**src/rtl/core/rau_pkg.sv**
```systemverilog
// Shared types and constants of the rational arithmetic unit.
package rau_pkg;

	localparam int REQ_W       = 3;
	localparam int RES_NUM_W   = 32;
	localparam int RES_DEN_W   = 31;
	localparam int CMP_W       = 2;
	localparam int OUT_TDATA_W = 72;

	typedef enum logic [REQ_W-1:0] {
		OP_ADD = 3'd0,
		OP_SUB = 3'd1,
		OP_MUL = 3'd2,
		OP_DIV = 3'd3,
		OP_CMP = 3'd4
	} op_t;

	localparam logic [CMP_W-1:0] CMP_LT = 2'b11;
	localparam logic [CMP_W-1:0] CMP_EQ = 2'b00;
	localparam logic [CMP_W-1:0] CMP_GT = 2'b01;

endpackage

```
**src/rtl/core/rau_xprod.sv**
```systemverilog
// Cross-product unit: one shared multiplier forms the result numerator and denominator.
module rau_xprod import rau_pkg::*; #(
	parameter int OPERAND_BITS = 16
) (
	input  logic                      clk,
	input  logic                      arst_n,
	input  logic                      start,
	input  op_t                       op,
	input  logic [OPERAND_BITS-1:0]   a_num,
	input  logic [OPERAND_BITS-2:0]   a_den,
	input  logic [OPERAND_BITS-1:0]   b_num,
	input  logic [OPERAND_BITS-2:0]   b_den,
	output logic                      done,
	output logic [2*OPERAND_BITS:0]   n,
	output logic [2*OPERAND_BITS:0]   d
);

	localparam int OP_W = OPERAND_BITS + 1;
	localparam int PW   = 2 * OP_W;
	localparam int N_W  = 2 * OPERAND_BITS + 1;

	logic                 busy_q;
	logic [2:0]           step_q;
	logic                 done_q;
	logic [PW-1:0]        p_q [4];
	logic [N_W-1:0]       n_q;
	logic [N_W-1:0]       d_q;

	logic signed [OP_W-1:0] mul_a;
	logic signed [OP_W-1:0] mul_b;
	logic signed [PW-1:0]   prod;
	logic [PW:0]            sum_add;
	logic [PW:0]            sum_sub;

	logic [OP_W-1:0] an_x, ad_x, bn_x, bd_x;

	assign an_x = {a_num[OPERAND_BITS-1], a_num};
	assign bn_x = {b_num[OPERAND_BITS-1], b_num};
	assign ad_x = {2'b00, a_den};
	assign bd_x = {2'b00, b_den};

	always_comb begin
		unique case (step_q[1:0])
			2'd0: begin
				mul_a = an_x;
				mul_b = bd_x;
			end
			2'd1: begin
				mul_a = ad_x;
				mul_b = bn_x;
			end
			2'd2: begin
				mul_a = an_x;
				mul_b = bn_x;
			end
			default: begin
				mul_a = ad_x;
				mul_b = bd_x;
			end
		endcase
	end

	assign prod    = mul_a * mul_b;
	assign sum_add = {p_q[0][PW-1], p_q[0]} + {p_q[1][PW-1], p_q[1]};
	assign sum_sub = {p_q[0][PW-1], p_q[0]} - {p_q[1][PW-1], p_q[1]};

	always_ff @(posedge clk or negedge arst_n) begin
		if (!arst_n) begin
			busy_q <= 1'b0;
			step_q <= '0;
			done_q <= 1'b0;
		end else begin
			done_q <= 1'b0;
			if (start) begin
				busy_q <= 1'b1;
				step_q <= '0;
			end else if (busy_q) begin
				if (step_q[2]) begin
					busy_q <= 1'b0;
					done_q <= 1'b1;
				end else begin
					step_q <= step_q + 3'd1;
				end
			end
		end
	end

	always_ff @(posedge clk) begin
		if (busy_q && !step_q[2]) begin
			p_q[step_q[1:0]] <= prod;
		end
		if (busy_q && step_q[2]) begin
			unique case (op)
				OP_ADD: begin
					n_q <= sum_add[N_W-1:0];
					d_q <= p_q[3][N_W-1:0];
				end
				OP_SUB, OP_CMP: begin
					n_q <= sum_sub[N_W-1:0];
					d_q <= p_q[3][N_W-1:0];
				end
				OP_MUL: begin
					n_q <= p_q[2][N_W-1:0];
					d_q <= p_q[3][N_W-1:0];
				end
				OP_DIV: begin
					n_q <= p_q[0][N_W-1:0];
					d_q <= p_q[1][N_W-1:0];
				end
				default: begin
					n_q <= '0;
					d_q <= '0;
				end
			endcase
		end
	end

	assign done = done_q;
	assign n    = n_q;
	assign d    = d_q;

endmodule

```
**src/rtl/core/rau_reduce.sv**
```systemverilog
// Reduction unit: binary gcd and two restoring divisions on one shared subtractor.
module rau_reduce #(
	parameter int M_W = 32
) (
	input  logic           clk,
	input  logic           arst_n,
	input  logic           start,
	input  logic [M_W-1:0] x,
	input  logic [M_W-1:0] y,
	output logic           done,
	output logic [M_W-1:0] qx,
	output logic [M_W-1:0] qy
);

	localparam int CNT_W = $clog2(M_W);

	typedef enum logic [1:0] {
		R_IDLE,
		R_GCD,
		R_DIVX,
		R_DIVY
	} rstate_t;

	rstate_t          state_q;
	logic             done_q;
	logic [CNT_W-1:0] cnt_q;
	logic [M_W-1:0]   u_q, v_q, xs_q, ys_q, rem_q, quo_q, qx_q, qy_q;

	logic             u_gt;
	logic [M_W:0]     sub_a, sub_b;
	logic [M_W+1:0]   diff;
	logic             fits;
	logic [M_W-1:0]   rem_nx;
	logic [M_W-1:0]   quo_nx;

	assign u_gt = u_q > v_q;

	always_comb begin
		if (state_q == R_GCD) begin
			sub_a = u_gt ? {1'b0, u_q} : {1'b0, v_q};
			sub_b = u_gt ? {1'b0, v_q} : {1'b0, u_q};
		end else begin
			sub_a = {rem_q, quo_q[M_W-1]};
			sub_b = {1'b0, u_q};
		end
	end

	assign diff   = {1'b0, sub_a} - {1'b0, sub_b};
	assign fits   = !diff[M_W+1];
	assign rem_nx = fits ? diff[M_W-1:0] : sub_a[M_W-1:0];
	assign quo_nx = {quo_q[M_W-2:0], fits};

	always_ff @(posedge clk or negedge arst_n) begin
		if (!arst_n) begin
			state_q <= R_IDLE;
			done_q  <= 1'b0;
			cnt_q   <= '0;
		end else begin
			done_q <= 1'b0;
			unique case (state_q)
				R_IDLE: begin
					if (start && x != '0 && y != '0) begin
						state_q <= R_GCD;
					end else if (start) begin
						done_q <= 1'b1;
					end
				end
				R_GCD: begin
					if (u_q == v_q) begin
						cnt_q   <= '0;
						state_q <= R_DIVX;
					end
				end
				R_DIVX: begin
					cnt_q <= cnt_q + 1'b1;
					if (cnt_q == CNT_W'(M_W - 1)) begin
						cnt_q   <= '0;
						state_q <= R_DIVY;
					end
				end
				R_DIVY: begin
					cnt_q <= cnt_q + 1'b1;
					if (cnt_q == CNT_W'(M_W - 1)) begin
						done_q  <= 1'b1;
						state_q <= R_IDLE;
					end
				end
				default: state_q <= R_IDLE;
			endcase
		end
	end

	always_ff @(posedge clk) begin
		unique case (state_q)
			R_IDLE: begin
				if (start) begin
					u_q  <= x;
					v_q  <= y;
					xs_q <= x;
					ys_q <= y;
					qx_q <= x;
					qy_q <= y;
				end
			end
			R_GCD: begin
				priority if (u_q == v_q) begin
					rem_q <= '0;
					quo_q <= xs_q;
				end else if (!u_q[0] && !v_q[0]) begin
					u_q  <= u_q >> 1;
					v_q  <= v_q >> 1;
					xs_q <= xs_q >> 1;
					ys_q <= ys_q >> 1;
				end else if (!u_q[0]) begin
					u_q <= u_q >> 1;
				end else if (!v_q[0]) begin
					v_q <= v_q >> 1;
				end else if (u_gt) begin
					u_q <= {1'b0, diff[M_W-1:1]};
				end else begin
					v_q <= {1'b0, diff[M_W-1:1]};
				end
			end
			R_DIVX: begin
				if (cnt_q == CNT_W'(M_W - 1)) begin
					qx_q  <= quo_nx;
					rem_q <= '0;
					quo_q <= ys_q;
				end else begin
					rem_q <= rem_nx;
					quo_q <= quo_nx;
				end
			end
			R_DIVY: begin
				rem_q <= rem_nx;
				quo_q <= quo_nx;
				if (cnt_q == CNT_W'(M_W - 1)) begin
					qy_q <= quo_nx;
				end
			end
			default: begin
			end
		endcase
	end

	assign done = done_q;
	assign qx   = qx_q;
	assign qy   = qy_q;

endmodule

```
**src/rtl/core/rational_arithmetic_unit.sv**
```systemverilog
// Rational arithmetic unit top level: request handshake, sequencing and result register.
// One request takes four multiply steps on a single shared multiplier and one combine
// step, then for add, subtract, multiply and divide a binary gcd of up to about
// 4*OPERAND_BITS subtract-or-shift steps and two restoring divisions of 2*OPERAND_BITS
// steps each on one shared subtractor; gcd and divisions are skipped when an operand
// of the reduction is zero. Compare and unused operation codes skip the reduction.
// The input is not ready while a request is in flight; a finished result waits in the
// output register while the next request is accepted.
module rational_arithmetic_unit import rau_pkg::*; #(
	parameter int OPERAND_BITS = 16
) (
	input  logic                                       clk,
	input  logic                                       arst_n,
	input  logic                                       s_axis_tvalid,
	output logic                                       s_axis_tready,
	// a_num, a_den, b_num, b_den from bit 0 up, zero padded
	input  logic [((4*OPERAND_BITS-2+7)/8)*8-1:0]      s_axis_tdata,
	// req_type
	input  logic [REQ_W-1:0]                           s_axis_tuser,
	output logic                                       m_axis_tvalid,
	input  logic                                       m_axis_tready,
	// res_num, res_den, cmp_sign from bit 0 up, zero padded
	output logic [OUT_TDATA_W-1:0]                     m_axis_tdata,
	// status
	output logic                                       m_axis_tuser
);

	localparam int OB    = OPERAND_BITS;
	localparam int N_W   = 2 * OB + 1;
	localparam int M_W   = 2 * OB;
	localparam int W_EXT = (M_W + 1 > RES_NUM_W) ? M_W + 1 : RES_NUM_W;
	localparam int PAD_W = OUT_TDATA_W - RES_NUM_W - RES_DEN_W - CMP_W;

	typedef enum logic [1:0] {
		ST_IDLE,
		ST_PROD,
		ST_RED,
		ST_HOLD
	} state_t;

	state_t                 state_q;
	op_t                    op_q;
	logic [OB-1:0]          a_num_q, b_num_q;
	logic [OB-2:0]          a_den_q, b_den_q;
	logic                   m_valid_q;
	logic [OUT_TDATA_W-1:0] m_data_q;
	logic                   m_user_q;

	logic                   xp_start, xp_done;
	logic [N_W-1:0]         n_w, d_w;
	logic                   rd_start, rd_done;
	logic [M_W-1:0]         mn, md, qx, qy;
	logic [N_W-1:0]         n_abs, d_abs;

	logic                   is_arith;
	logic                   neg, d_zero;
	logic [W_EXT-1:0]       qx_ext, qy_ext, rn_ext;
	logic [RES_NUM_W-1:0]   res_num;
	logic [RES_DEN_W-1:0]   res_den;
	logic [CMP_W-1:0]       cmp_sign;
	logic                   status;
	logic                   res_ready, out_free, in_xfer;

	assign in_xfer = s_axis_tvalid && s_axis_tready;
	assign s_axis_tready = state_q == ST_IDLE;
	assign xp_start = in_xfer;

	rau_xprod #(
		.OPERAND_BITS(OB)
	) u_xprod (
		.clk   (clk),
		.arst_n(arst_n),
		.start (xp_start),
		.op    (op_q),
		.a_num (a_num_q),
		.a_den (a_den_q),
		.b_num (b_num_q),
		.b_den (b_den_q),
		.done  (xp_done),
		.n     (n_w),
		.d     (d_w)
	);

	assign n_abs = n_w[N_W-1] ? (~n_w + 1'b1) : n_w;
	assign d_abs = d_w[N_W-1] ? (~d_w + 1'b1) : d_w;
	assign mn    = n_abs[M_W-1:0];
	assign md    = d_abs[M_W-1:0];

	always_comb begin
		unique case (op_q)
			OP_ADD, OP_SUB, OP_MUL, OP_DIV: is_arith = 1'b1;
			default:                        is_arith = 1'b0;
		endcase
	end

	assign rd_start = (state_q == ST_PROD) && xp_done && is_arith;

	rau_reduce #(
		.M_W(M_W)
	) u_reduce (
		.clk   (clk),
		.arst_n(arst_n),
		.start (rd_start),
		.x     (mn),
		.y     (md),
		.done  (rd_done),
		.qx    (qx),
		.qy    (qy)
	);

	assign d_zero = d_w == '0;
	assign neg    = n_w[N_W-1] != (d_w[N_W-1] || d_zero);
	assign qx_ext = {{(W_EXT-M_W){1'b0}}, qx};
	assign qy_ext = {{(W_EXT-M_W){1'b0}}, qy};
	assign rn_ext = neg ? (~qx_ext + 1'b1) : qx_ext;

	always_comb begin
		res_num  = '0;
		res_den  = '0;
		cmp_sign = CMP_EQ;
		status   = 1'b0;
		if (is_arith) begin
			res_num = rn_ext[RES_NUM_W-1:0];
			res_den = qy_ext[RES_DEN_W-1:0];
			status  = d_zero;
		end else if (op_q == OP_CMP && mn != '0) begin
			cmp_sign = neg ? CMP_LT : CMP_GT;
		end
	end

	assign res_ready = ((state_q == ST_PROD) && xp_done && !is_arith) ||
		((state_q == ST_RED) && rd_done) || (state_q == ST_HOLD);
	assign out_free = !m_valid_q || m_axis_tready;

	always_ff @(posedge clk or negedge arst_n) begin
		if (!arst_n) begin
			state_q   <= ST_IDLE;
			m_valid_q <= 1'b0;
			m_data_q  <= '0;
			m_user_q  <= 1'b0;
		end else begin
			if (m_valid_q && m_axis_tready) begin
				m_valid_q <= 1'b0;
			end
			if (res_ready && out_free) begin
				m_valid_q <= 1'b1;
				m_data_q  <= {{PAD_W{1'b0}}, cmp_sign, res_den, res_num};
				m_user_q  <= status;
			end
			unique case (state_q)
				ST_IDLE: begin
					if (in_xfer) begin
						state_q <= ST_PROD;
					end
				end
				ST_PROD: begin
					if (xp_done) begin
						priority if (is_arith) begin
							state_q <= ST_RED;
						end else if (out_free) begin
							state_q <= ST_IDLE;
						end else begin
							state_q <= ST_HOLD;
						end
					end
				end
				ST_RED: begin
					if (rd_done) begin
						state_q <= out_free ? ST_IDLE : ST_HOLD;
					end
				end
				ST_HOLD: begin
					if (out_free) begin
						state_q <= ST_IDLE;
					end
				end
				default: state_q <= ST_IDLE;
			endcase
		end
	end

	always_ff @(posedge clk) begin
		if (in_xfer) begin
			op_q    <= op_t'(s_axis_tuser);
			a_num_q <= s_axis_tdata[OB-1:0];
			a_den_q <= s_axis_tdata[2*OB-2:OB];
			b_num_q <= s_axis_tdata[3*OB-2:2*OB-1];
			b_den_q <= s_axis_tdata[4*OB-3:3*OB-1];
		end
	end

	assign m_axis_tvalid = m_valid_q;
	assign m_axis_tdata  = m_data_q;
	assign m_axis_tuser  = m_user_q;

	a_xp_done_in_prod: assert property (@(posedge clk) disable iff (!arst_n)
		xp_done |-> state_q == ST_PROD)
		else $error("cross products finished outside the product phase");

	a_rd_done_in_red: assert property (@(posedge clk) disable iff (!arst_n)
		rd_done |-> state_q == ST_RED || state_q == ST_PROD)
		else $error("reduction finished outside the reduction phase");

	a_accept_starts: assert property (@(posedge clk) disable iff (!arst_n)
		in_xfer |=> state_q == ST_PROD)
		else $error("accepted request did not start the product phase");

	a_status_den: assert property (@(posedge clk) disable iff (!arst_n)
		m_valid_q && m_user_q |-> m_data_q[RES_NUM_W +: RES_DEN_W] == '0)
		else $error("divide-by-zero status with nonzero denominator");

	a_cmp_code: assert property (@(posedge clk) disable iff (!arst_n)
		m_valid_q |-> m_data_q[RES_NUM_W+RES_DEN_W +: CMP_W] != 2'b10)
		else $error("compare sign out of range");

	a_cmp_clear: assert property (@(posedge clk) disable iff (!arst_n)
		m_valid_q && m_data_q[RES_NUM_W+RES_DEN_W +: CMP_W] != CMP_EQ
			|-> m_data_q[RES_NUM_W-1:0] == '0 && !m_user_q)
		else $error("compare result carries arithmetic fields");

endmodule

```
**config.mk**
```make
export PLATFORM = sky130hd
export DESIGN_NAME = rational_arithmetic_unit
export DESIGN_NICKNAME = d
export VERILOG_FILES = /design/src/rtl/core/rau_pkg.sv /design/src/rtl/core/rau_xprod.sv /design/src/rtl/core/rau_reduce.sv /design/src/rtl/core/rational_arithmetic_unit.sv
export SDC_FILE = /design/constraint.sdc
export NUM_CORES = 2
export LEC_CHECK = 0
export BUFFER_PORTS_ARGS = -buffer_cell sky130_fd_sc_hd__buf_4
export CORE_ASPECT_RATIO = 1.4
export CORE_MARGIN = 2
export CORE_UTILIZATION = 45
export CTS_BUF_LIST = sky130_fd_sc_hd__clkbuf_2 sky130_fd_sc_hd__clkbuf_4 sky130_fd_sc_hd__clkbuf_8
export DETAILED_ROUTE_END_ITERATION = 8
export SLEW_MARGIN = 20
export SYNTH_ARGS = -nofsm -noshare
export SYNTH_HDL_FRONTEND = slang
export SYNTH_HIERARCHICAL = 1
export SYNTH_SLANG_ARGS = --single-unit
```
**constraint.sdc**
```tcl
create_clock -name clk -period 7.1 [get_ports clk]
set_clock_uncertainty 0.15 [all_clocks]
set_input_delay 0.355 -clock clk [delete_from_list [all_inputs] [get_ports clk]]
set_output_delay 0.355 -clock clk [all_outputs]
set_load 0.02 [all_outputs]
```
=== Word level (Yosys, flattened, before mapping) ===
Memories as Yosys holds them, arrays and structs flattened.
Cells that the tools add are included.

* Order comparisons: 1
* Shift operators: 0
* Divide/modulo/power cells: 0
* Mux-type cells: 80
* Equal/unequal tests: 31
* Add/subtract/negate cells: 8
* Multipliers: 1
* Bitwise gates (word level): 3
* Reduce and logical (&&, ||, !) cells: 52

{| class="wikitable"
|+ Operators by type and width
! kind !! number
|-
| 32-bit two-way mux || 28
|-
| 32-bit case mux with 2 select lines || 5
|-
| 32-bit case mux with 3 select lines || 2
|-
| 33-bit case mux with 4 select lines || 1
|-
| 32-bit by 1-bit adder with 32-bit output (second input constant) || 3
|-
| 32-bit NOT || 3
|-
| 33-bit two-way mux || 2
|-
| 33-bit case mux with 2 select lines || 1
|-
| 32-bit nonzero test || 2
|-
| 31-bit case mux with 2 select lines || 1
|-
| 17-bit by 17-bit multiplier with 34-bit output || 1
|-
| 17-bit two-way mux || 2
|-
| 33-bit by 33-bit subtractor with 34-bit output || 1
|-
| 33-bit adder || 1
|-
| 33-bit zero test || 1
|-
| 33-bit subtractor || 1
|-
| 32-bit == test || 1
|-
| 32-bit > comparator || 1
|-
| 31-bit two-way mux || 1
|-
| 2-bit two-way mux || 13
|-
| 2-bit case mux with 4 select lines || 2
|-
| 4-bit AND reduction || 4
|-
| 1-bit two-way mux || 15
|-
| 5-bit case mux with 3 select lines || 1
|-
| 28 further kinds || 83
|}

* Bits in writable memories: 136
* Register bits: 468
* Memories kept: 1
* Output and inout port bits: 75
* Bits in read-only memories: 0
* Latch bits: 0

{| class="wikitable"
|+ Memories
! name !! depth !! width !! read ports !! clocked after memory_dff !! wr ports !! line !! source
|-
| u_xprod.p_q || 4 || 34 || 4 || 0 || 1 || rau_xprod.sv:25 || <nowiki>logic [PW-1:0] p_q [4];</nowiki>
|}

=== Longest topological paths before layout ===
* Word-level depth: 10
* Mapped depth: 28
* Depth with buffers taken out: 26

=== Hierarchy ===
Netlist, hierarchy kept.

{| class="wikitable"
|+ By module, submodules not included
! module !! times used !! area each (um^2) !! cells an instance
|-
| rau_xprod || 1 || 20430.8 || 1959
|-
| rau_reduce || 1 || 16123.0 || 1544
|-
| rational_arithmetic_unit || 1 || 7395.8 || 752
|}

=== Worst setup path after synthesis ===
Ideal clock, no wire load.

* Kind: register -> register
* Start point: register u_xprod.step_q[0]
* End point: memory u_xprod/p_q[0][32] (netlist name), data pin
* Library setup time: 0.277 ns
* Clock period less this slack: 7.840 ns
* Arrival time: 7.413 ns
* Data required time: 6.673 ns
* Stages on the path, launching flop included: 24
* Path slack: -0.740 ns
* Cells stage by stage: dfrtp_1 inv_1 ha_1 clkbuf_1 clkbuf_1 mux2_2 nand2_1 inv_1 fa_1 fa_1 fa_1 fa_1 fa_1 inv_1 fa_1 inv_1 ha_1 a2111oi_0 o2111ai_1 o21bai_1 a41oi_1 o21ai_0 a221oi_1 xnor2_1

* Cells in the longest elaborated chain, start to end: 4
* Elaborated cells between the ends (all ways): 8
* Those cells by class: mul: 1; eq/ne: 2; mux: 2; reduce/logical: 3

{| class="wikitable"
|+ Ends and longest elaborated chain
! item !! line !! source
|-
| start: declaration || rau_xprod.sv:23 || <nowiki>logic [2:0] step_q;</nowiki>
|-
| start signal: assignment || rau_xprod.sv:82 || <nowiki>step_q <= step_q + 3'd1;</nowiki>
|-
| 2-bit == test (tied with other cells) || rau_xprod.sv:43 || <nowiki>unique case (step_q[1:0])</nowiki>
|-
| 2-bit OR reduction (no line) || - ||
|-
| 17-bit two-way mux || rau_xprod.sv:43 ||
|-
| 17-bit by 17-bit multiplier with 34-bit output (*) || rau_xprod.sv:63 || <nowiki>assign prod = mul_a * mul_b;</nowiki>
|-
| net u_xprod.prod[32] || rau_xprod.sv:31 || <nowiki>logic signed [PW-1:0] prod;</nowiki>
|-
| end: declaration || rau_xprod.sv:25 ||
|}

Mark *: on every way through the listed nets, which the timed path passes. The rest lies on a longest branch.

=== Final worst setup path ===
* Start point: register u_xprod.step_q[1]
* End point: memory u_xprod/p_q[0][31] (netlist name), data pin

Same word-level chain as after synthesis.

==> results.py <==
metrics = {
    "worst_hold_path": {
        "worstHoldPathType": "input pin to register",
        "holdPathStages": 2,
    },
    "cts": {
        "cts_buffers": 98,
        "path_clk_slew_ns": 0.06,
        "clockBufferDepth": 3,
        "cts_sinks": 600,
        "clk_latency_ns": 0.81,
        "cts_tree": "yes",
        "htreeDepth": 3,
        "cts_root_buf": "clkbuf_8",
    },
    "yosys": {
        "syn_area_per_cell_um2": 10.3,
        "syn-cell-area_um2": 43900,
        "yosys_warnings": 6,
        "synth_cells": 4253,
    },
    "grt": {
        "grt_overflow": 0,
        "grtUsageTotal_pct": 26.5,
        "grt_max_degree": 87,
        "antenna_found_initial": 4,
        "grt_pass1_vias": 34502,
        "grt_pass1_wl_um": 200000,
    },
    "critical_path": {
        "cp_slowest_stage_delay_ns": 0.56,
        "start_kind": "register",
        "cp.required_ns": 7.43,
        "cpMaxStageDelayCell": "fa_1",
        "endpoint_kind": "register",
        "path_max_fanout": 6,
        "critPathKind": "register to register",
        "arrival_ns": 7.45,
        "r2r_cells": 26,
        "path_common_cell": "fa_1",
    },
    "placement": {
        "globalplace.congestion": 0.984,
        "dpl_cell_area_um2": 48100,
        "port_buffers": 136,
        "place_ws_ns": -0.574,
        "dp_hpwl_um": 102000,
        "placedCellCount": 5775,
    },
    "drt": {
        "drc": 0,
        "final_antenna_net_count": 0,
        "post_drt_wl_per_cell_um": 21.9,
        "num_vias": 33257,
        "first_pass_iters": 6,
        "drtIter0Drc": 1938,
        "via_per_inst": 5.50,
        "finalWirelength_um": 132000,
    },
    "floorplanning": {
        "start_util_pct": 45.4,
        "dieArea_um2": 100000,
        "die_w_um": 268,
        "die_h_um": 374,
        "std_cell_rows": 135,
        "ios": 146,
        "core_um2": 96800,
    },
    "cells_and_area": {
        "drive_above_1_share_pct": 19.7,
        "multi_input_area_um2": 24500,
        "nNetsFinal": 5221,
        "area_growth_syn_to_layout_pct": 17.6,
        "final_cells": 6050,
        "final_area_um2": 51600,
        "fillCellCount": 8679,
        "final_util_pct": 53.3,
        "register_area_um2": 17600,
    },
    "run_status": {
        "status": "complete, but fails checks",
        "violations": "negative setup slack",
    },
    "timing": {
        "setup_slack_ns": -0.0248,
        "rsz0062_at_grt": "true",
        "slew_violations": 0,
        "relSlewSlack_pct": 17.4,
        "fin_crit_ns": 7.12,
        "hold_viol": 0,
        "fin_crit_sh_pct": 100,
        "tightest_slew_ns": 1.23,
        "timing.fmax_ghz": 0.140,
        "finalSetupViolCount": 4,
    },
    "flow_run": {
        "maxCapViolCount": 0,
    },
}
-- flip-flops by register name, summed over array words and instances, names as in the netlist, 2 cells and up --
register,count
u_reduce/quo_q,32
u_xprod/step_q,3
u_reduce/u_q,32
u_reduce/v_q,32
u_xprod/p_q,132
op_q,3
a_den_q,15
u_reduce/xs_q,32
b_den_q,15
a_num_q,16
u_reduce/cnt_q,5
u_reduce/qx,32
u_reduce/ys_q,32
u_reduce/rem_q,32
u_reduce/qy,31
m_axis_tdata,65
u_xprod/n,33
u_reduce/state_q,2
state_q,2
u_xprod/d,33
b_num_q,16
-- through the flow --
stage | hold WS [ns] | setup TNS, ns
2_1_floorplan | -0.0906 | 0
3_3_place_gp | 0.228 | -4.90
3_5_place_dp | 0.229 | -7.76
4_1_cts | 0.0320 | -1.29
5_1_grt | 0.0601 | -5.48
6_report | 0.117 | -0.0743
-- area by class of cell --
class                   count  area share, %
diodes                      2        0.00970
clock buffers             130           3.09
clock inverters            46          0.887
inverters                 413           3.01
multi-input cells        3043           47.5
flip-flops and latches    600           34.1
well taps                1301           3.15
repair buffers            515           8.25
-- routing by layer --
metal	vias to the layer above	wire length, µm	track usage, %
li1	15697	-	-
met1	16261	45800	26.2
met2	909	70600	49.8
met3	386	5060	3.88
met4	4	10800	18.7
met5	-	27	0
-- worst max-delay path, delay by kind of cell, from the launching register on --
| family | cells | cell delay [ns] |
|---|---|---|
| buffers and inverters | 9 | 0.94 |
| AOI/OAI and AO/OA | 4 | 0.92 |
| adders and majority gates | 8 | 3.56 |
| xor gates and xnor gates | 1 | 0.12 |
| muxes | 1 | 0.29 |
| DFF | 1 | 0.38 |
| and+or+nand+nor | 3 | 0.41 |
-- layout by cell type (no fill, tap or decap), types with 70 or more instances in the layout --
| cell type | n |
|---|---|
| nand2_1 | 373 |
| dlygate4sd3_1 | 70 |
| mux2_2 | 164 |
| fa_1 | 272 |
| o21ai_0 | 150 |
| buf_4 | 424 |
| dfrtp_1 | 82 |
| mux2i_1 | 72 |
| edfxtp_1 | 518 |
| ha_1 | 187 |
| clkbuf_8 | 99 |
| inv_1 | 404 |
| a21oi_1 | 271 |
| nor2_1 | 477 |
| xnor2_1 | 141 |
-- repair_timing --
| action | in CTS | in global routing |
|---|---|---|
| hold endpoints to repair | 120 | 0 |
| gates cloned | 1 | 1 |
| setup buffers | 12 | 11 |
| setup endpoints to repair | 36 | 56 |
| pin swaps | 20 | 23 |
| hold buffers | 71 | 0 |
| resized for setup | 60 | 54 |
-- path summary, 6_finish.rpt --
kind	startpoint	to	slack [ns]
min in group asynchronous	arst_n	m_axis_tdata[42]	0.45
setup / recovery	u_xprod/step_q[1]	u_xprod/p_q[0][31]	-0.02
setup reg to reg	u_xprod/step_q[1]	u_xprod/p_q[0][31]	-0.02
hold reg to reg	m_axis_tdata[20]	m_axis_tdata[20]	0.33
hold / removal	s_axis_tuser[1]	op_q[1]	0.12
max in group asynchronous	arst_n	m_axis_tdata[28]	5.72
Power is left out: the tool's default activity adds up to more than one toggle a clock period on the data nets, which glitch-free logic cannot reach.
